**config.mk**
```make
export PLATFORM = sky130hd
export DESIGN_NAME = sef_front_flat
export DESIGN_NICKNAME = d
export VERILOG_FILES = /design/src/hw/rtl/assert_macros.svh /design/src/hw/rtl/sef_pkg.sv /design/src/hw/rtl/sef_in_if.sv /design/src/hw/rtl/sef_front.sv /design/src/flat_wrapper.sv
export SDC_FILE = /design/constraint.sdc
export NUM_CORES = 2
export LEC_CHECK = 0
export BUFFER_PORTS_ARGS = -buffer_cell sky130_fd_sc_hd__buf_2
export CELL_PAD_IN_SITES_DETAIL_PLACEMENT = 1
export CELL_PAD_IN_SITES_GLOBAL_PLACEMENT = 1
export CORE_ASPECT_RATIO = 1.2
export CORE_UTILIZATION = 56
export CTS_CLUSTER_DIAMETER = 30
export DETAILED_ROUTE_END_ITERATION = 6
export GPL_TIMING_DRIVEN = 1
export MAX_ROUTING_LAYER = met4
export PLACE_DENSITY = 0.87
export SLEW_MARGIN = 25
export SYNTH_ARGS = -nofsm -noshare
export SYNTH_HDL_FRONTEND = slang
export SYNTH_SLANG_ARGS = --single-unit
```
**constraint.sdc**
```tcl
create_clock -name clk -period 39.8 [get_ports clk]
set_input_delay 7.96 -clock clk [delete_from_list [all_inputs] [get_ports clk]]
set_output_delay 7.96 -clock clk [all_outputs]
set_load 0.05 [all_outputs]
```
**src/hw/rtl/assert_macros.svh**
```systemverilog
// Assertion macros shared by the spring edge force RTL.
`ifndef ASSERT_MACROS_SVH
`define ASSERT_MACROS_SVH

// Same-cycle implication, checked at every rising clk outside reset.
`define SEF_ASSERT_NOW(lbl, ante, cons, msg) \
  lbl: assert property (@(posedge clk) disable iff (rst) (ante) |-> (cons)) \
    else $error(msg);

// Next-cycle implication.
`define SEF_ASSERT_NEXT(lbl, ante, cons, msg) \
  lbl: assert property (@(posedge clk) disable iff (rst) (ante) |=> (cons)) \
    else $error(msg);

`endif

```
**src/hw/rtl/sef_pkg.sv**
```systemverilog
// Types, constants and step functions of the spring edge force block.
`timescale 1ns / 1ps
package sef_pkg;

  localparam int DISP_W      = 24;
  localparam int REST_W      = 31;
  localparam int DIR_W       = 16;
  localparam int STRAIN_W    = 32;
  localparam int DIR_FRAC_BITS = 14;
  localparam int GUARD_BITS  = 7;
  localparam int STRAIN_FRAC = 16;

  localparam int SQ_W      = 2 * DISP_W;              // sum of squares fits (3 * 2^46)
  localparam int RAD_W     = SQ_W + 2 * GUARD_BITS;   // radicand
  localparam int ROOT_W    = RAD_W / 2;
  localparam int DIR_SHIFT = DIR_FRAC_BITS + GUARD_BITS;
  localparam int DNUM_W    = DISP_W + DIR_SHIFT + 1;
  localparam int DQ_W      = DIR_W;
  localparam int DEN_W     = REST_W + GUARD_BITS;
  localparam int SNUM_W    = ROOT_W + STRAIN_FRAC + 1;
  localparam int SQB       = STRAIN_W;                // strain quotient bits
  localparam int SQRT_STAGES = ROOT_W;

  localparam int FIFO_DEPTH = 4;
  localparam int FIFO_AW    = $clog2(FIFO_DEPTH);
  localparam int FIFO_CW    = $clog2(FIFO_DEPTH + 1);

  localparam logic [DIR_W-1:0] DIR_ONE = DIR_W'(1 << DIR_FRAC_BITS);
  localparam logic [DIR_W-1:0] DIR_COLLAPSED =
    DIR_W'(((333 << DIR_FRAC_BITS) + 500) / 1000);
  localparam logic [STRAIN_W-1:0] STRAIN_MAX = 32'h7FFF_FFFF;
  localparam logic [STRAIN_W-1:0] STRAIN_ONE = STRAIN_W'(1 << STRAIN_FRAC);

  typedef struct packed {
    logic signed [DISP_W-1:0] disp_x;
    logic signed [DISP_W-1:0] disp_y;
    logic signed [DISP_W-1:0] disp_z;
    logic [REST_W-1:0]        rest_length;
  } in_word_t;

  typedef struct packed {
    logic signed [DIR_W-1:0]    dir_x;
    logic signed [DIR_W-1:0]    dir_y;
    logic signed [DIR_W-1:0]    dir_z;
    logic signed [STRAIN_W-1:0] strain;
    logic                       collapsed;
    logic                       saturated;
  } out_word_t;

  // per-edge data that rides along with the arithmetic
  typedef struct packed {
    logic [DISP_W-1:0] mag_x;
    logic [DISP_W-1:0] mag_y;
    logic [DISP_W-1:0] mag_z;
    logic              neg_x;
    logic              neg_y;
    logic              neg_z;
    logic [REST_W-1:0] rest;
    logic              collapsed;
    logic              rest_zero;
  } side_t;

  typedef struct packed {
    logic [SQ_W-1:0] s;
    side_t           side;
  } back_word_t;

  typedef struct packed {
    logic [RAD_W-1:0]  rem;
    logic [ROOT_W-1:0] root;
    side_t             side;
  } sqrt_state_t;

  typedef struct packed {
    logic [SNUM_W-1:0] rem_s;
    logic [SQB-1:0]    q_s;
    logic [DNUM_W-1:0] rem_x;
    logic [DNUM_W-1:0] rem_y;
    logic [DNUM_W-1:0] rem_z;
    logic [DQ_W-1:0]   q_x;
    logic [DQ_W-1:0]   q_y;
    logic [DQ_W-1:0]   q_z;
    logic              clip_x;
    logic              clip_y;
    logic              clip_z;
    logic              ovf;
    logic [ROOT_W-1:0] root;
    logic [DEN_W-1:0]  den;
    side_t             side;
  } div_state_t;

  // one digit of the restoring square root
  function automatic sqrt_state_t sqrt_step(sqrt_state_t st, int unsigned bitpos);
    logic [RAD_W+1:0] trial;
    sqrt_state_t      nx;
    nx    = st;
    trial = ((RAD_W+2)'(st.root) << (bitpos + 1)) | ((RAD_W+2)'(1) << (2 * bitpos));
    if ({2'b00, st.rem} >= trial) begin
      nx.rem  = st.rem - RAD_W'(trial);
      nx.root = st.root | (ROOT_W'(1) << bitpos);
    end
    return nx;
  endfunction

endpackage

```
**src/hw/rtl/sef_in_if.sv**
```systemverilog
// Input word channel of the spring edge force block.
`timescale 1ns / 1ps
interface sef_in_if;
  logic               valid;
  logic               ready;
  sef_pkg::in_word_t  data;
  modport source (output valid, output data, input ready);
  modport sink   (input valid, input data, output ready);
endinterface

```
**src/hw/rtl/sef_front.sv**
```systemverilog
// Front end: accepts edges, squares the components and classifies the edge.
`timescale 1ns / 1ps
module sef_front (
  input  logic                clk,
  input  logic                rst,
  sef_in_if.sink              inp,
  input  logic                full,
  output logic                push,
  output sef_pkg::back_word_t push_data
);

  logic                             en;
  logic                             v1;
  logic                             v2;
  logic [sef_pkg::SQ_W-1:0]         sq_x;
  logic [sef_pkg::SQ_W-1:0]         sq_y;
  logic [sef_pkg::SQ_W-1:0]         sq_z;
  sef_pkg::side_t                   side_c;
  sef_pkg::side_t                   side1;
  sef_pkg::back_word_t              word2;

  assign en        = !v2 || !full;
  assign inp.ready = en;
  assign push      = v2 && !full;
  assign push_data = word2;

  always_comb begin
    side_c.neg_x     = inp.data.disp_x[sef_pkg::DISP_W-1];
    side_c.neg_y     = inp.data.disp_y[sef_pkg::DISP_W-1];
    side_c.neg_z     = inp.data.disp_z[sef_pkg::DISP_W-1];
    side_c.mag_x     = side_c.neg_x ? (~inp.data.disp_x + 1'b1) : inp.data.disp_x;
    side_c.mag_y     = side_c.neg_y ? (~inp.data.disp_y + 1'b1) : inp.data.disp_y;
    side_c.mag_z     = side_c.neg_z ? (~inp.data.disp_z + 1'b1) : inp.data.disp_z;
    side_c.rest      = inp.data.rest_length;
    side_c.collapsed = (inp.data.disp_x == '0) && (inp.data.disp_y == '0) &&
                       (inp.data.disp_z == '0);
    side_c.rest_zero = (inp.data.rest_length == '0);
  end

  always_ff @(posedge clk) begin
    if (rst) begin
      v1 <= 1'b0;
      v2 <= 1'b0;
    end else if (en) begin
      v1 <= inp.valid;
      v2 <= v1;
    end
    if (en) begin
      sq_x       <= side_c.mag_x * side_c.mag_x;
      sq_y       <= side_c.mag_y * side_c.mag_y;
      sq_z       <= side_c.mag_z * side_c.mag_z;
      side1      <= side_c;
      word2.s    <= sq_x + sq_y + sq_z;
      word2.side <= side1;
    end
  end

endmodule

```
**src/flat_wrapper.sv**
```systemverilog
// flat-port wrapper written by rule: the top's interface ports become plain ports
module sef_front_flat 
  (clk, rst, full, push, push_data, inp_valid, inp_data, inp_ready);
  sef_in_if inp_i ();
  input  logic clk;
  input  logic rst;
  input  logic full;
  output logic push;
  output sef_pkg::back_word_t push_data;
  input wire logic [$bits(inp_i.valid)-1:0] inp_valid;
  input wire logic [$bits(inp_i.data)-1:0] inp_data;
  output wire logic [$bits(inp_i.ready)-1:0] inp_ready;
  assign inp_i.valid = inp_valid;
  assign inp_i.data = inp_data;
  assign inp_ready = inp_i.ready;
  sef_front u_core (.clk(clk), .rst(rst), .inp(inp_i), .full(full), .push(push), .push_data(push_data));
endmodule
```
* Yosys cells after proc, flatten, opt, wreduce, memory -nomap -nowiden
Index checks and enable logic that the tools add are counted.
Word-level totals: register bits after elaboration 410, bits of input ports 107, output and inout bits 158, logic and storage cells 48
Cells by class: $add $sub $neg 5, $mul 3, muxes and demuxes 3, bitwise gates (word level) 3, reductions and logical operators 10
Operator list (count):
- $mul 24x24->48 | 3
- $add 48x48->48 | 2
- $add 24x1->24 const B | 3
- $logic_not 24->1 | 3
- $mux 24 | 3
- $not 24->24 | 3
- $logic_not 31->1 | 1
- $logic_and 1x1->1 | 3
- $logic_not 1->1 | 2
- $logic_or 1x1->1 | 1

* Longest topological paths before layout
depth in word-level cells 4, gate-level depth with buffers 39, gate-level depth less buffers 36

* Worst setup path before layout
Ideal clock, no wire load.
path kind input to output, from input full, to output inp_ready, data arrival time 16680 ps, required time 31840 ps, setup slack 15160 ps, cell stages on the path 1, path buffers 0, path through nand2_1
On the way: longest elaborated chain between the ends 2
Ends and longest elaborated chain:
- start, declared | RTL line flat_wrapper.sv:7 | input logic full;
- $logic_not 1->1 | RTL line sef_front.sv:22 | assign en = !v2 || !full;
- $logic_or 1x1->1 | RTL line sef_front.sv:22
- end, declared | RTL line flat_wrapper.sv:12 | output wire logic [$bits(inp_i.ready)-1:0] inp_ready;
Every way passes these cells.

* Worst setup path in the final report
from input inp_data[31], to register u_core.sq_z[47] in the netlist's numbering, data pin
On the way: longest elaborated chain between the ends 4
Ends and longest elaborated chain:
- start, declared | RTL line flat_wrapper.sv:11 | input wire logic [$bits(inp_i.data)-1:0] inp_data;
- $not 24->24 | RTL line sef_front.sv:33 | side_c.mag_z = side_c.neg_z ? (~inp.data.disp_z + 1'b1) : inp.data.disp_z;
- $add 24x1->24 | RTL line sef_front.sv:33
- $mux 24 (*) | RTL line sef_front.sv:33
- $mul 24x24->48 (*) | RTL line sef_front.sv:51 | sq_z <= side_c.mag_z * side_c.mag_z;
- end signal, assigned | RTL line sef_front.sv:51
- end, declared | RTL line sef_front.sv:17 | logic [sef_pkg::SQ_W-1:0] sq_z;
Every way passes the cells marked *; elsewhere a longest branch is shown, timed or not. A chain may end at the register's enable or synchronous reset.

==> results.txt <==
The flow ran to the end, and the final reports show no timing, DRC or antenna violations. The mapped netlist covers 63500 um^2. In this run the tightest slew margin relative to its limit is 13.5%. In the routed layout, each cell is associated on average with a via count of 5.96.

The total number of nets in the final design was 8549; the die area was 115000 um^2. Proportion of synthesized flip-flops having asynchronous set or reset: 0%. In the post-synthesis netlist, the cell with the most instances is sky130_fd_sc_hd__inv_1. The floorplan has 134 rows. Counting along the longest clock path gives a buffer depth of 3.

The area growth from synthesis to layout is 11.0%. Counting the buffers created by CTS gives 98. In the post-synthesis netlist, the biggest area contributors are sky130_fd_sc_hd__fa_1 (42%), sky130_fd_sc_hd__edfxtp_1 (19%), sky130_fd_sc_hd__ha_1 (11%). Based on the critical path, the design can be clocked at up to 52.9 MHz. The run gives 0 as the final number of max-transition violations. The initial utilization of the core area, before any placement, comes to 56.8%. Entering global routing, the biggest net connects 72 pins. Total area of multi-input combinational cells: 44400 um^2. The first global-routing pass estimated 344000 um of wire. TritonCTS built the clock tree. The most repeated library cell on the critical path is sky130_fd_sc_hd__fa_1.

The run gives 19.1% as the portion of the post-synthesis area used by sequential elements. Clock-pin slew was measured on the worst setup and hold paths at 0.05 ns. The type of the worst min-delay path is register to register. The total overflow left after global routing is 0. The critical path is of the input pin to register type. Gates resized during post-CTS repair numbered 0.

After synthesis, the most frequently instantiated cells are sky130_fd_sc_hd__inv_1 (1788), sky130_fd_sc_hd__fa_1 (1316), sky130_fd_sc_hd__ha_1 (556). In this run the biggest area consumer among cell types represents 41.5% of the synthesized area. Together, buffers and inverters on the worst path number 6. In the finished design, the share of the clock period the worst path needs comes to 47.5%. Dividing the synthesized area by the synthesized cell count gives 10.2 um^2.

In this run the worst path has a maximum fanout of 15. The maximum level of the CTS H-tree is 3. The tools report the worst clock skew on the final layout as 0.0921 ns.

Among all flip-flop cells after synthesis, the most frequent one is sky130_fd_sc_hd__edfxtp_1. Initial antenna violation count: 7. Clock tree synthesis selected as its root buffer the cell sky130_fd_sc_hd__clkbuf_16. The logs give 0 for the final number of setup-violating endpoints and 40.28 ns for the required time of the critical path. For this run, the number of Yosys warnings is 0.

At the later pin of the worst-skew pair, clock insertion delay measures 0.77 ns. The logs give 227000 um for the aggregate routed wire length and 0 for the number of antenna-violating nets in the routed design. For this run, the total global-route usage over all layers was measured as 42.2%.

Die extent in y: 371 um. The run gives 12100 um^2 as the flip-flop and latch area. The fill cell instance count of the final layout is 12.0k, and the die boundary width is 309 um. Max-cap violations in this run came to 0. The tree built by TritonCTS fans out to 404 sinks. The tools report the count of final hold-check violations as 0. The count of unresolved DRC violations after routing is 0, and the post-synthesis register bit count is 404. The tools report the number of primary I/O pins as 265. The tools report the number of cells produced by synthesis as 6202. After floorplanning, the core was sized to cover 112000 um^2. For the final routed database, the setup TNS stands at 0 ns. Number of hold buffers added after CTS: 0. The library cell with the largest summed area after synthesis was sky130_fd_sc_hd__fa_1. Input and output buffers added on the ports amount to 264. The wire-length estimate of the detail-placed layout is 168000 um. In the final routed layout, each cell accounts on average for 27.8 um. On the critical path, the stage with the largest delay is an instance of sky130_fd_sc_hd__inv_1. Data arrives at the worst endpoint at 19.36 ns.

Summing over every cut layer, the via total after detailed routing is 48.6k. After the first detailed-routing iteration, the DRC count stood at 3730. The smallest clock period supported by the final layout is computed as 18.89 ns. Setup repair after global routing left no endpoint under its margin. First-pass iteration count of the detailed router: 6. STA classifies the critical path startpoint as an input pin.

Category of the worst setup path capture point: a register. The cell family contributing the most delay on the critical path is adder cells. The run gives 0 as the number of buffers inserted to repair setup after CTS.

The congestion estimate from routability-driven global placement came to 0.955. Pin slew with the least headroom to its limit: 1.29 ns. For the number of distinct standard cells referenced by the synthesized netlist, the log shows 68. Of the cells placed in the final design, the portion with a size suffix greater than 1 is 7.95%. In this run, synthesis inferred 402 flip-flops with an integrated enable. The run gives 59.1k as the via count of the first global-routing pass. For this run, the slowest stage of the critical path takes 0.63 ns.
-- metrics by stage --
step                      cell area (um^2)  util (%)  cells  worst slack (ns)  hold slack, ns
after floorplan                      63700         -   6254             15.16           0.400
after global placement               67100      60.0   7966             20.78           0.400
after detailed placement             67100      60.0   7966             19.98           0.405
after CTS                            70400      63.0   8150             20.40           0.381
after global routing                 70500      63.0   8157             20.59           0.383
final                                70500      63.0   8159             20.91           0.382
-- metal layers --
metal / global-route usage (%) / wire [um] / up-vias
met2: 70.3 / 114000 / 2908
li1: - / - / 19400
met5: - / 0 / -
met1: 42.4 / 73200 / 24900
met4: 34.3 / 21500 / 0
met3: 9.31 / 18200 / 1361
-- area by class of cell --
class	count	area share (%)
multi-input combinational	3918	63.0
sequential	404	17.2
inverter	1805	9.62
clock buffer	110	3.54
timing repair buffer	343	2.72
tap	1496	2.66
clock inverter	74	1.23
antenna	9	0.0320
-- cell families after synthesis --
group	after synthesis	synth area share, %
and+or+nand+nor	1195	7.93
DFF	404	19.1
buffers and inverters	1932	11.4
muxes	3	0.0493
AOI/OAI and AO/OA	539	5.49
xor gates and xnor gates	255	3.55
adders and majority gates	1872	52.5
other	2	0.0118
-- flip-flops by register name, summed over array words and instances (netlist names) --
register and cells:
u_core.v2 1, u_core.v1 1, u_core.push_data 156, u_core.sq_x 46, u_core.sq_z 46, u_core.side1 108
u_core.sq_y 46
-- worst register-to-register path, delay by kind of cell (launching register included) --
kind | cells | cell delay [ns]
adders and majority gates | 2 | 0.83
xor gates and xnor gates | 1 | 0.31
AOI/OAI and AO/OA | 8 | 2.72
DFF | 1 | 0.45
and+or+nand+nor | 2 | 0.56
-- final timing paths --
| check | startpoint | to | slack [ns] | depth (start not counted) |
|---|---|---|---|---|
| min reg2reg | u_core.side1[33] | u_core.push_data[33] | 0.38 | 0 |
| max reg2reg | u_core.sq_y[5] | u_core.push_data[150] | 34.61 | 13 |
| min | u_core.side1[33] | u_core.push_data[33] | 0.38 | 0 |
| max | inp_data[31] | u_core.sq_z[47] | 20.91 | 33 |
-- cell usage in the layout (no fill, tap or decap), types with 79 or more instances in the layout --
cell                        instances
sky130_fd_sc_hd__clkbuf_16         98
sky130_fd_sc_hd__xor2_1            80
sky130_fd_sc_hd__a21oi_1          166
sky130_fd_sc_hd__ha_1             556
sky130_fd_sc_hd__o21ai_0           93
sky130_fd_sc_hd__inv_1           1788
sky130_fd_sc_hd__nor2_1           431
sky130_fd_sc_hd__buf_2            264
sky130_fd_sc_hd__nand2_1          533
sky130_fd_sc_hd__edfxtp_1         402
sky130_fd_sc_hd__xnor2_1          164
sky130_fd_sc_hd__buf_4             79
sky130_fd_sc_hd__a21o_1           107
sky130_fd_sc_hd__fa_1            1316
Power is not shown: default switching activity piles up to over one toggle a cycle in this logic, so the estimate is an artifact.
