===== config.mk =====
export PLATFORM = sky130hd
export DESIGN_NAME = sef_fifo
export DESIGN_NICKNAME = d
export VERILOG_FILES = /design/src/hw/rtl/sef_pkg.sv /design/src/hw/rtl/sef_fifo.sv
export VERILOG_INCLUDE_DIRS = /design/src /design/src/hw/rtl
export SDC_FILE = /design/constraint.sdc
export NUM_CORES = 1
export LEC_CHECK = 0
export ABC_CLOCK_PERIOD_IN_PS = 5400
export BUFFER_PORTS_ARGS = -buffer_cell sky130_fd_sc_hd__buf_2
export CAP_MARGIN = 20
export CORE_ASPECT_RATIO = 0.5
export CORE_MARGIN = 1
export CORE_UTILIZATION = 55
export DETAILED_ROUTE_END_ITERATION = 10
export GPL_TIMING_DRIVEN = 1
export PLACE_DENSITY = 0.77
export SKIP_CTS_REPAIR_TIMING = 1
export SLEW_MARGIN = 20
export SYNTH_ARGS = -nofsm -noshare
export SYNTH_HDL_FRONTEND = slang
export SYNTH_SLANG_ARGS = --single-unit

===== constraint.sdc =====
create_clock -name clk -period 5.4 [get_ports clk]
set_input_delay 0.81 -clock clk [delete_from_list [all_inputs] [get_ports clk]]
set_output_delay 0.81 -clock clk [all_outputs]
set_load 0.01 [all_outputs]

===== src/hw/rtl/assert_macros.svh =====
// Assertion macros shared by the spring edge force RTL.
`ifndef ASSERT_MACROS_SVH
`define ASSERT_MACROS_SVH

// Same-cycle implication, checked at every rising clk outside reset.
`define SEF_ASSERT_NOW(lbl, ante, cons, msg) \
  lbl: assert property (@(posedge clk) disable iff (rst) (ante) |-> (cons)) \
    else $error(msg);

// Next-cycle implication.
`define SEF_ASSERT_NEXT(lbl, ante, cons, msg) \
  lbl: assert property (@(posedge clk) disable iff (rst) (ante) |=> (cons)) \
    else $error(msg);

`endif


===== src/hw/rtl/sef_pkg.sv =====
// Types, constants and step functions of the spring edge force block.
`timescale 1ns / 1ps
package sef_pkg;

  localparam int DISP_W      = 24;
  localparam int REST_W      = 31;
  localparam int DIR_W       = 16;
  localparam int STRAIN_W    = 32;
  localparam int DIR_FRAC_BITS = 14;
  localparam int GUARD_BITS  = 7;
  localparam int STRAIN_FRAC = 16;

  localparam int SQ_W      = 2 * DISP_W;              // sum of squares fits (3 * 2^46)
  localparam int RAD_W     = SQ_W + 2 * GUARD_BITS;   // radicand
  localparam int ROOT_W    = RAD_W / 2;
  localparam int DIR_SHIFT = DIR_FRAC_BITS + GUARD_BITS;
  localparam int DNUM_W    = DISP_W + DIR_SHIFT + 1;
  localparam int DQ_W      = DIR_W;
  localparam int DEN_W     = REST_W + GUARD_BITS;
  localparam int SNUM_W    = ROOT_W + STRAIN_FRAC + 1;
  localparam int SQB       = STRAIN_W;                // strain quotient bits
  localparam int SQRT_STAGES = ROOT_W;

  localparam int FIFO_DEPTH = 4;
  localparam int FIFO_AW    = $clog2(FIFO_DEPTH);
  localparam int FIFO_CW    = $clog2(FIFO_DEPTH + 1);

  localparam logic [DIR_W-1:0] DIR_ONE = DIR_W'(1 << DIR_FRAC_BITS);
  localparam logic [DIR_W-1:0] DIR_COLLAPSED =
    DIR_W'(((333 << DIR_FRAC_BITS) + 500) / 1000);
  localparam logic [STRAIN_W-1:0] STRAIN_MAX = 32'h7FFF_FFFF;
  localparam logic [STRAIN_W-1:0] STRAIN_ONE = STRAIN_W'(1 << STRAIN_FRAC);

  typedef struct packed {
    logic signed [DISP_W-1:0] disp_x;
    logic signed [DISP_W-1:0] disp_y;
    logic signed [DISP_W-1:0] disp_z;
    logic [REST_W-1:0]        rest_length;
  } in_word_t;

  typedef struct packed {
    logic signed [DIR_W-1:0]    dir_x;
    logic signed [DIR_W-1:0]    dir_y;
    logic signed [DIR_W-1:0]    dir_z;
    logic signed [STRAIN_W-1:0] strain;
    logic                       collapsed;
    logic                       saturated;
  } out_word_t;

  // per-edge data that rides along with the arithmetic
  typedef struct packed {
    logic [DISP_W-1:0] mag_x;
    logic [DISP_W-1:0] mag_y;
    logic [DISP_W-1:0] mag_z;
    logic              neg_x;
    logic              neg_y;
    logic              neg_z;
    logic [REST_W-1:0] rest;
    logic              collapsed;
    logic              rest_zero;
  } side_t;

  typedef struct packed {
    logic [SQ_W-1:0] s;
    side_t           side;
  } back_word_t;

  typedef struct packed {
    logic [RAD_W-1:0]  rem;
    logic [ROOT_W-1:0] root;
    side_t             side;
  } sqrt_state_t;

  typedef struct packed {
    logic [SNUM_W-1:0] rem_s;
    logic [SQB-1:0]    q_s;
    logic [DNUM_W-1:0] rem_x;
    logic [DNUM_W-1:0] rem_y;
    logic [DNUM_W-1:0] rem_z;
    logic [DQ_W-1:0]   q_x;
    logic [DQ_W-1:0]   q_y;
    logic [DQ_W-1:0]   q_z;
    logic              clip_x;
    logic              clip_y;
    logic              clip_z;
    logic              ovf;
    logic [ROOT_W-1:0] root;
    logic [DEN_W-1:0]  den;
    side_t             side;
  } div_state_t;

  // one digit of the restoring square root
  function automatic sqrt_state_t sqrt_step(sqrt_state_t st, int unsigned bitpos);
    logic [RAD_W+1:0] trial;
    sqrt_state_t      nx;
    nx    = st;
    trial = ((RAD_W+2)'(st.root) << (bitpos + 1)) | ((RAD_W+2)'(1) << (2 * bitpos));
    if ({2'b00, st.rem} >= trial) begin
      nx.rem  = st.rem - RAD_W'(trial);
      nx.root = st.root | (ROOT_W'(1) << bitpos);
    end
    return nx;
  endfunction

endpackage


===== src/hw/rtl/sef_fifo.sv =====
// Short queue between the front end and the back end.
`timescale 1ns / 1ps
`include "assert_macros.svh"
module sef_fifo (
  input  logic                clk,
  input  logic                rst,
  input  logic                push,
  input  sef_pkg::back_word_t push_data,
  input  logic                pop,
  output sef_pkg::back_word_t pop_data,
  output logic                full,
  output logic                empty
);

  sef_pkg::back_word_t             mem [sef_pkg::FIFO_DEPTH];
  logic [sef_pkg::FIFO_AW-1:0]     wr_ptr;
  logic [sef_pkg::FIFO_AW-1:0]     rd_ptr;
  logic [sef_pkg::FIFO_CW-1:0]     count;

  assign full     = (count == sef_pkg::FIFO_CW'(sef_pkg::FIFO_DEPTH));
  assign empty    = (count == '0);
  assign pop_data = mem[rd_ptr];

  always_ff @(posedge clk) begin
    if (push) begin
      mem[wr_ptr] <= push_data;
    end
  end

  always_ff @(posedge clk) begin
    if (rst) begin
      wr_ptr <= '0;
      rd_ptr <= '0;
      count  <= '0;
    end else begin
      if (push) begin
        wr_ptr <= (wr_ptr == sef_pkg::FIFO_AW'(sef_pkg::FIFO_DEPTH - 1)) ? '0 : wr_ptr + 1'b1;
      end
      if (pop) begin
        rd_ptr <= (rd_ptr == sef_pkg::FIFO_AW'(sef_pkg::FIFO_DEPTH - 1)) ? '0 : rd_ptr + 1'b1;
      end
      if (push && !pop) begin
        count <= count + 1'b1;
      end else if (pop && !push) begin
        count <= count - 1'b1;
      end
    end
  end

  `SEF_ASSERT_NOW(a_fifo_bound, 1'b1, count <= sef_pkg::FIFO_CW'(sef_pkg::FIFO_DEPTH), "fifo overfilled")
  `SEF_ASSERT_NEXT(a_fifo_fill, push && !pop, !empty, "pushed word lost")

endmodule


# Word-level counts from Yosys, hierarchy flattened
# Memories as Yosys holds them, arrays and structs flattened. A register that Yosys moved wholly into a read port is not among the register bits.
# Cells that the tools add are included.
# totals
memories,1
out_inout_bits,158
wordCells,25
mem_bits_rw,624
reg_bits,7
# mem_list
name,words,width,read_ports,rd_ports_with_merged_regs,wr,line,source
mem,4,156,1,1,1,sef_fifo.sv:15,sef_pkg::back_word_t mem [sef_pkg::FIFO_DEPTH];
# classes
add_sub_neg,4
n_reduce_logical,6
mux,8
eq_ne,3
# op_table
op,n
2-bit two-way mux,4
3-bit two-way mux,2
2-bit by 1-bit adder with 2-bit output (second input constant),2
2-bit == test (second input constant),2
3-bit by 1-bit adder with 3-bit output (second input constant),1
3-bit == test (second input constant),1
3-bit logical NOT,1
3-bit by 1-bit subtractor with 3-bit output (second input constant),1
1-bit logical AND,2
1-bit logical NOT,2
1-bit two-way mux,2
2-bit nonzero test,1

# Logic depth before layout (Yosys ltp)
# Gate-level depths: netlist of the first run.
# logic_depth
word_depth,4
depth_mapped,7
depth_no_buf,7

# Worst setup path after synthesis of the first run
# No wires, ideal clock.
# synth_timing
path_type,input to register
start,input port push
end,"memory mem[0][0] (netlist bit), enable pin"
stages,1
setup_slack_ns,0.499
arrival_ns,4.367
setup_time_ns,0.534
cell_sequence,and2_1
# synth_between
elab_chain_cells,2
# synth_rtl
element,line,source
start: declaration,sef_fifo.sv:7,"input logic push,"
1-bit two-way mux,sef_fifo.sv:25,if (push) begin
1-bit two-way mux (implied by the code),sef_fifo.sv:26,mem[wr_ptr] <= push_data;
end: declaration,sef_fifo.sv:15,
# No other way between the ends.

==> results of run 1 <==
-- registers in the layout, summed over array words and instances (netlist names), named ones only --
| name | flops |
|---|---|
| count | 3 |
| mem | 624 |
| rd_ptr | 2 |
| wr_ptr | 2 |
-- cell families after synthesis --
group,after synthesis
AOI/OAI and AO/OA,3
xor gates and xnor gates,2
adders and majority gates,7
buffers and inverters,39
DFF,633
muxes,160
and+or+nand+nor,15
-- power by group through the flow --
| stage | Clock (mW) | Sequential [mW] | Combinational, mW |
|---|---|---|---|
| 6_report | 3.57 | 5.71 | 0.861 |
| 5_1_grt | 3.84 | 5.73 | 0.919 |
| 4_1_cts | 3.65 | 5.71 | 0.882 |
| 3_5_place_dp | 0 | 5.82 | 0.877 |
| 3_3_place_gp | 0 | 5.80 | 0.854 |
| 2_1_floorplan | 0 | 5.80 | 0.545 |
-- worst paths after layout --
path	startpoint	depth (start not counted)	slack [ps]	endpoint
setup / recovery	flip-flop	3	1730	pop_data[42]
hold / removal	push_data[3]	1	450	mem[1][3]
setup reg to reg	wr_ptr[0]	4	2890	mem[2][34]
hold reg to reg	count[2]	2	570	count[2]
-- cell usage after synthesis --
| library cell | number | area, um2 |
|---|---|---|
| edfxtp_1 | 624 | 18700 |
| mux4_2 | 156 | 3510 |
| buf_12 | 15 | 300 |
| buf_2 | 15 | 75.1 |
| dfxtp_1 | 9 | 180 |
| nor2_1 | 7 | 26.3 |
| ha_1 | 6 | 75.1 |
| and2_1 | 4 | 25.0 |
| inv_1 | 4 | 15.0 |
| mux2i_1 | 4 | 40.0 |
| a21oi_1 | 2 | 10.0 |
| clkbuf_1 | 2 | 7.51 |
| nor3b_1 | 2 | 15.0 |
| xor2_1 | 2 | 17.5 |
| buf_4 | 1 | 7.51 |
| buf_6 | 1 | 11.3 |
| buf_8 | 1 | 15.0 |
| fa_1 | 1 | 20.0 |
| nor3_1 | 1 | 5.00 |
| o21ai_0 | 1 | 5.00 |
| or3_1 | 1 | 6.26 |
-- routing by layer --
layer  vias up  track usage  routed length (um)
met5         -            0                   0
li1       4426            -                   -
met3        71       0.0306                1570
met4         0       0.0613                1150
met1      5329        0.249               16000
met2       244        0.374               24100
-- final cells by class --
class / count / area [um2] / area share
Antenna cell: 7 / 17.5 / 0.000655
Inverter: 4 / 15.0 / 0.000562
Clock inverter: 26 / 171 / 0.00641
Tap cell: 540 / 676 / 0.0253
Timing Repair Buffer: 328 / 1730 / 0.0648
Multi-Input combinational cell: 187 / 3770 / 0.141
Clock buffer: 69 / 1430 / 0.0534
Sequential cell: 633 / 18900 / 0.708
-- stage by stage --
| step | hold WS [ps] | instances | instance area (um2) |
|---|---|---|---|
| final | 446 | 1794 | 26700 |
| after global routing | 417 | 1794 | 26700 |
| after CTS | 416 | 1787 | 26700 |
| after detailed placement | 547 | 1692 | 25100 |
| after global placement | 480 | 1692 | 25100 |
| after floorplan | 460 | 859 | 23100 |
==> impl_metrics.env, run 1 <==
export IMPL_p_switching_mw=2.20
export IMPL_area_growth_pct=15.7
export IMPL_crit_buf_inv=2
export IMPL_synth_top_family_by_area="multiplexers"
export IMPL_fin_nets=1374
export IMPL_synthMuxAreaShare=0.154
export IMPL_slew_violations=0
export IMPL_fill_cells=2598
export IMPL_dieHeight_um=147
export IMPL_io_buffers=317
export IMPL_cts_buffers=53
export IMPL_routabilityCongestion=0.758
export IMPL_period_share=0.680
export IMPL_hold_viol_final=0
export IMPL_antenna_left=0
export IMPL_final_cell_mix="edfxtp_1, buf_2, mux4_2"
export IMPL_synth_compound_area_frac=0.000650
export IMPL_synth_seq_area_share=0.819
export IMPL_hold_class="input pin to flip-flop"
export IMPL_yosysWarningCount=0
export IMPL_worst_pin_slew_ps=976
export IMPL_root_buffer="clkbuf_16"
export IMPL_synth_cell_types=21
export IMPL_pin_count=318
export IMPL_synth_fa_ha_area_frac=0.00412
export IMPL_arrival_ps=2860
export IMPL_tns_ps=0
export IMPL_cts_tree="yes"
export IMPL_cts_num_sinks=633
export IMPL_p_leak_nw=8.91
export IMPL_max_cap_viol_count=0
export IMPL_remaining_drc_errors=0
export IMPL_sw_frac_of_total=0.217
export IMPL_dp_slack_ps=2240
export IMPL_fmax_mhz=272
export IMPL_critPathMaxFanout=66
export IMPL_synth_simple_gate_area_frac=0.00336
export IMPL_std_cell_rows=52
export IMPL_finalSetupViolations=0
export IMPL_timing_final_crit_period_ps=3670
export IMPL_pwr_share_comb=0.085
export IMPL_synthXorXnorAreaFrac=0.000758
export IMPL_fin_ws_ps=1730
export IMPL_finClkSkew_ps=8.78
export IMPL_vias_per_cell=5.61
export IMPL_grt_usage=0.203
export IMPL_relSlewSlack=0.349
export IMPL_drt_iter0_drc=678
export IMPL_drive_gt1_frac=0.455
export IMPL_cp_cell_sequence="buf_12 -> mux4_2 -> buf_2"
export IMPL_path_clk_slew_ps=70
export IMPL_cp_top_family="flip-flops"
export IMPL_clock_latency_ps=580
export IMPL_core_area_um2=40900
export IMPL_htreeDepth=2
export IMPL_gr_total_overflow=0
export IMPL_outcome="complete, no violations"
export IMPL_critPathRequiredTime_ps=4590
export IMPL_fp_dieArea_um2=42900
export IMPL_synth_area_um2=23100
export IMPL_slowest_delay_ps=880
export IMPL_worstSetupPathType="flip-flop to output pin"
export IMPL_p_total_mw=10.1
export IMPL_via_count=10100
export IMPL_grt_antenna_before_repair=7
export IMPL_p_per_area_nw_per_um2=379
export IMPL_wl_um=42900
export IMPL_synth_avg_cell_area_um2=26.9
export IMPL_drt_pass1_iter_count=5
export IMPL_first_global_vias=10800
export IMPL_peakVddDrop_mv=0.272
export IMPL_grt_pass1_wl_um=65000
export IMPL_final_common_cell="edfxtp_1"
export IMPL_die_w_um=292
export IMPL_power_share_clock=0.352
export IMPL_pwr_share_seq=0.563
export IMPL_rsz0062_at_grt="false"
export IMPL_critPathCaptureType="output pin"
export IMPL_fin_util=0.653
export IMPL_start_util=0.565
export IMPL_synthCells=859
export IMPL_avgRoutedWirePerCell_um=23.9
export IMPL_power_internal_mw=7.94
export IMPL_syn_nets=1026
export IMPL_startpoint_type="flip-flop"
export IMPL_hpwlAfterDp_um=25800
export IMPL_grt_max_degree=114
export IMPL_cpMaxStageDelayCell="dfxtp_4"
export IMPL_cts_buffer_depth=3
export IMPL_ys_seq_elements=633
(Power assumes the default switching activity.)
==> inputs of run 2 (changes only) <==
--- a/config.mk
+++ b/config.mk
@@ -6,15 +6,15 @@
 export SDC_FILE = /design/constraint.sdc
 export NUM_CORES = 1
 export LEC_CHECK = 0
-export ABC_CLOCK_PERIOD_IN_PS = 5400
+export ABC_CLOCK_PERIOD_IN_PS = 3100
 export BUFFER_PORTS_ARGS = -buffer_cell sky130_fd_sc_hd__buf_2
 export CAP_MARGIN = 20
 export CORE_ASPECT_RATIO = 0.5
 export CORE_MARGIN = 1
-export CORE_UTILIZATION = 55
+export CORE_UTILIZATION = 51
 export DETAILED_ROUTE_END_ITERATION = 10
 export GPL_TIMING_DRIVEN = 1
-export PLACE_DENSITY = 0.77
+export PLACE_DENSITY = 0.75
 export SKIP_CTS_REPAIR_TIMING = 1
 export SLEW_MARGIN = 20
 export SYNTH_ARGS = -nofsm -noshare
==> constraint.sdc (replaced) <==
create_clock -name clk -period 3.1 [get_ports clk]
set_input_delay 0.465 -clock clk [delete_from_list [all_inputs] [get_ports clk]]
set_output_delay 0.465 -clock clk [all_outputs]
set_load 0.01 [all_outputs]
==> impl_metrics.env, run 2 (same netlist as run 1, synthesis figures left out) <==
export IMPL_outcome="complete, no violations"
export IMPL_critPathMaxFanout=27
export IMPL_p_switching_mw=3.88
export IMPL_regMostFlops="mem"
export IMPL_htreeDepth=2
export IMPL_reg_largest_list="mem: 624 flops, count: 3 flops"
export IMPL_via_count=10200
export IMPL_reg2regPathDepth=3
export IMPL_sw_frac_of_total=0.213
export IMPL_slowest_delay_ps=610
export IMPL_p_per_area_nw_per_um2=672
export IMPL_fmax_mhz=370
export IMPL_arrival_ps=2240
export IMPL_vias_per_cell=5.49
export IMPL_gr_total_overflow=0
export IMPL_critPathCaptureType="output pin"
export IMPL_fin_nets=1380
export IMPL_antenna_left=0
export IMPL_drt_pass1_iter_count=4
export IMPL_cts_num_sinks=633
export IMPL_grt_usage=0.197
export IMPL_critPathRequiredTime_ps=2630
export IMPL_root_buffer="clkbuf_16"
export IMPL_die_w_um=303
export IMPL_cp_cell_sequence="buf_4 -> mux4_2 -> buf_2"
export IMPL_routabilityCongestion=0.757
export IMPL_power_share_clock=0.370
export IMPL_dieHeight_um=153
export IMPL_crit_buf_inv=2
export IMPL_first_global_vias=11100
export IMPL_cts_buffers=52
export IMPL_pin_count=318
export IMPL_power_internal_mw=14.3
export IMPL_largest_reg_flops=624
export IMPL_hold_depth=1
export IMPL_remaining_drc_errors=0
export IMPL_relSlewSlack=0.607
export IMPL_io_buffers=317
export IMPL_drive_gt1_frac=0.454
export IMPL_max_cap_viol_count=0
export IMPL_rsz0062_at_grt="false"
export IMPL_avgRoutedWirePerCell_um=24.1
export IMPL_clock_latency_ps=570
export IMPL_cts_tree="yes"
export IMPL_fp_dieArea_um2=46200
export IMPL_grt_pass1_wl_um=67400
export IMPL_worst_pin_slew_ps=589
export IMPL_hold_ws_ps=101
export IMPL_startpoint_type="flip-flop"
export IMPL_wl_um=44700
export IMPL_reg2reg_slack_ps=1230
export IMPL_p_leak_nw=9.02
export IMPL_grt_max_degree=94
export IMPL_hold_viol_final=0
export IMPL_hold_class="input pin to flip-flop"
export IMPL_drt_iter0_drc=727
export IMPL_cts_buffer_depth=3
export IMPL_final_cell_mix="edfxtp_1, buf_2, mux4_2"
export IMPL_timing_final_crit_period_ps=2700
export IMPL_cp_depth=3
export IMPL_pwr_share_seq=0.544
export IMPL_pwr_share_comb=0.086
export IMPL_final_common_cell="edfxtp_1"
export IMPL_core_area_um2=44100
export IMPL_grt_antenna_before_repair=11
export IMPL_tns_ps=0
export IMPL_dp_slack_ps=978
export IMPL_std_cell_rows=54
export IMPL_period_share=0.873
export IMPL_hpwlAfterDp_um=27300
export IMPL_slew_violations=0
export IMPL_peakVddDrop_mv=0.479
export IMPL_finalSetupViolations=0
export IMPL_fin_ws_ps=395
export IMPL_area_growth_pct=17.2
export IMPL_cp_top_family="buffers and inverters"
export IMPL_start_util=0.524
export IMPL_worstSetupPathType="flip-flop to output pin"
export IMPL_finClkSkew_ps=15.6
export IMPL_cpMaxStageDelayCell="mux4_2"
export IMPL_path_clk_slew_ps=70
-- run 2: path summary, 6_finish.rpt --
path | endpoint | startpoint
setup reg to reg | mem[3][136] | wr_ptr[0]
hold reg to reg | count[2] | count[2]
setup / recovery | pop_data[61] | flip-flop
hold / removal | mem[0][55] | push_data[55]
-- run 2: cell type report --
class / instances / area (um2)
repair buffers: 335 / 1880
clock buffers: 67 / 1380
well taps: 588 / 736
multi-input cells: 187 / 3770
inverters: 4 / 15.0
flip-flops and latches: 633 / 18900
diodes: 10 / 25.0
clock inverters: 28 / 353
fillers: 2993 / 17000
-- run 2: worst reg2reg max path: stages (launching register included) --
cell and delay, ps:
dfxtp_1 420, ha_1 220, and2_4 410, buf_4 460
-- run 2: routing by layer --
layer  share of wire  up-vias  track usage
li1                -     4446            -
met1            0.37     5451        0.233
met2            0.57      211        0.359
met3           0.033       67       0.0329
met4           0.029        0       0.0778
met5               0        -            0
-- run 2: power by group through the flow --
| stage | Sequential [mW] | Combinational [mW] | Clock, mW |
|---|---|---|---|
| floorplan | 10.1 | 0.951 | 0 |
| global placement | 10.1 | 1.55 | 0 |
| detailed placement | 10.1 | 1.59 | 0 |
| CTS | 9.92 | 1.60 | 6.88 |
| global route | 9.94 | 1.67 | 7.21 |
| finish | 9.91 | 1.56 | 6.73 |
-- run 2: stage by stage --
step            util  instances  instance area, um2  power [mW]
3_5_place_dp   0.574       1747               25300        11.7
4_1_cts        0.613       1842               27100        18.4
6_report       0.614       1852               27100        18.2
2_1_floorplan      -        859               23100        11.0
3_3_place_gp   0.574       1747               25300        11.6
5_1_grt        0.614       1852               27100        18.8
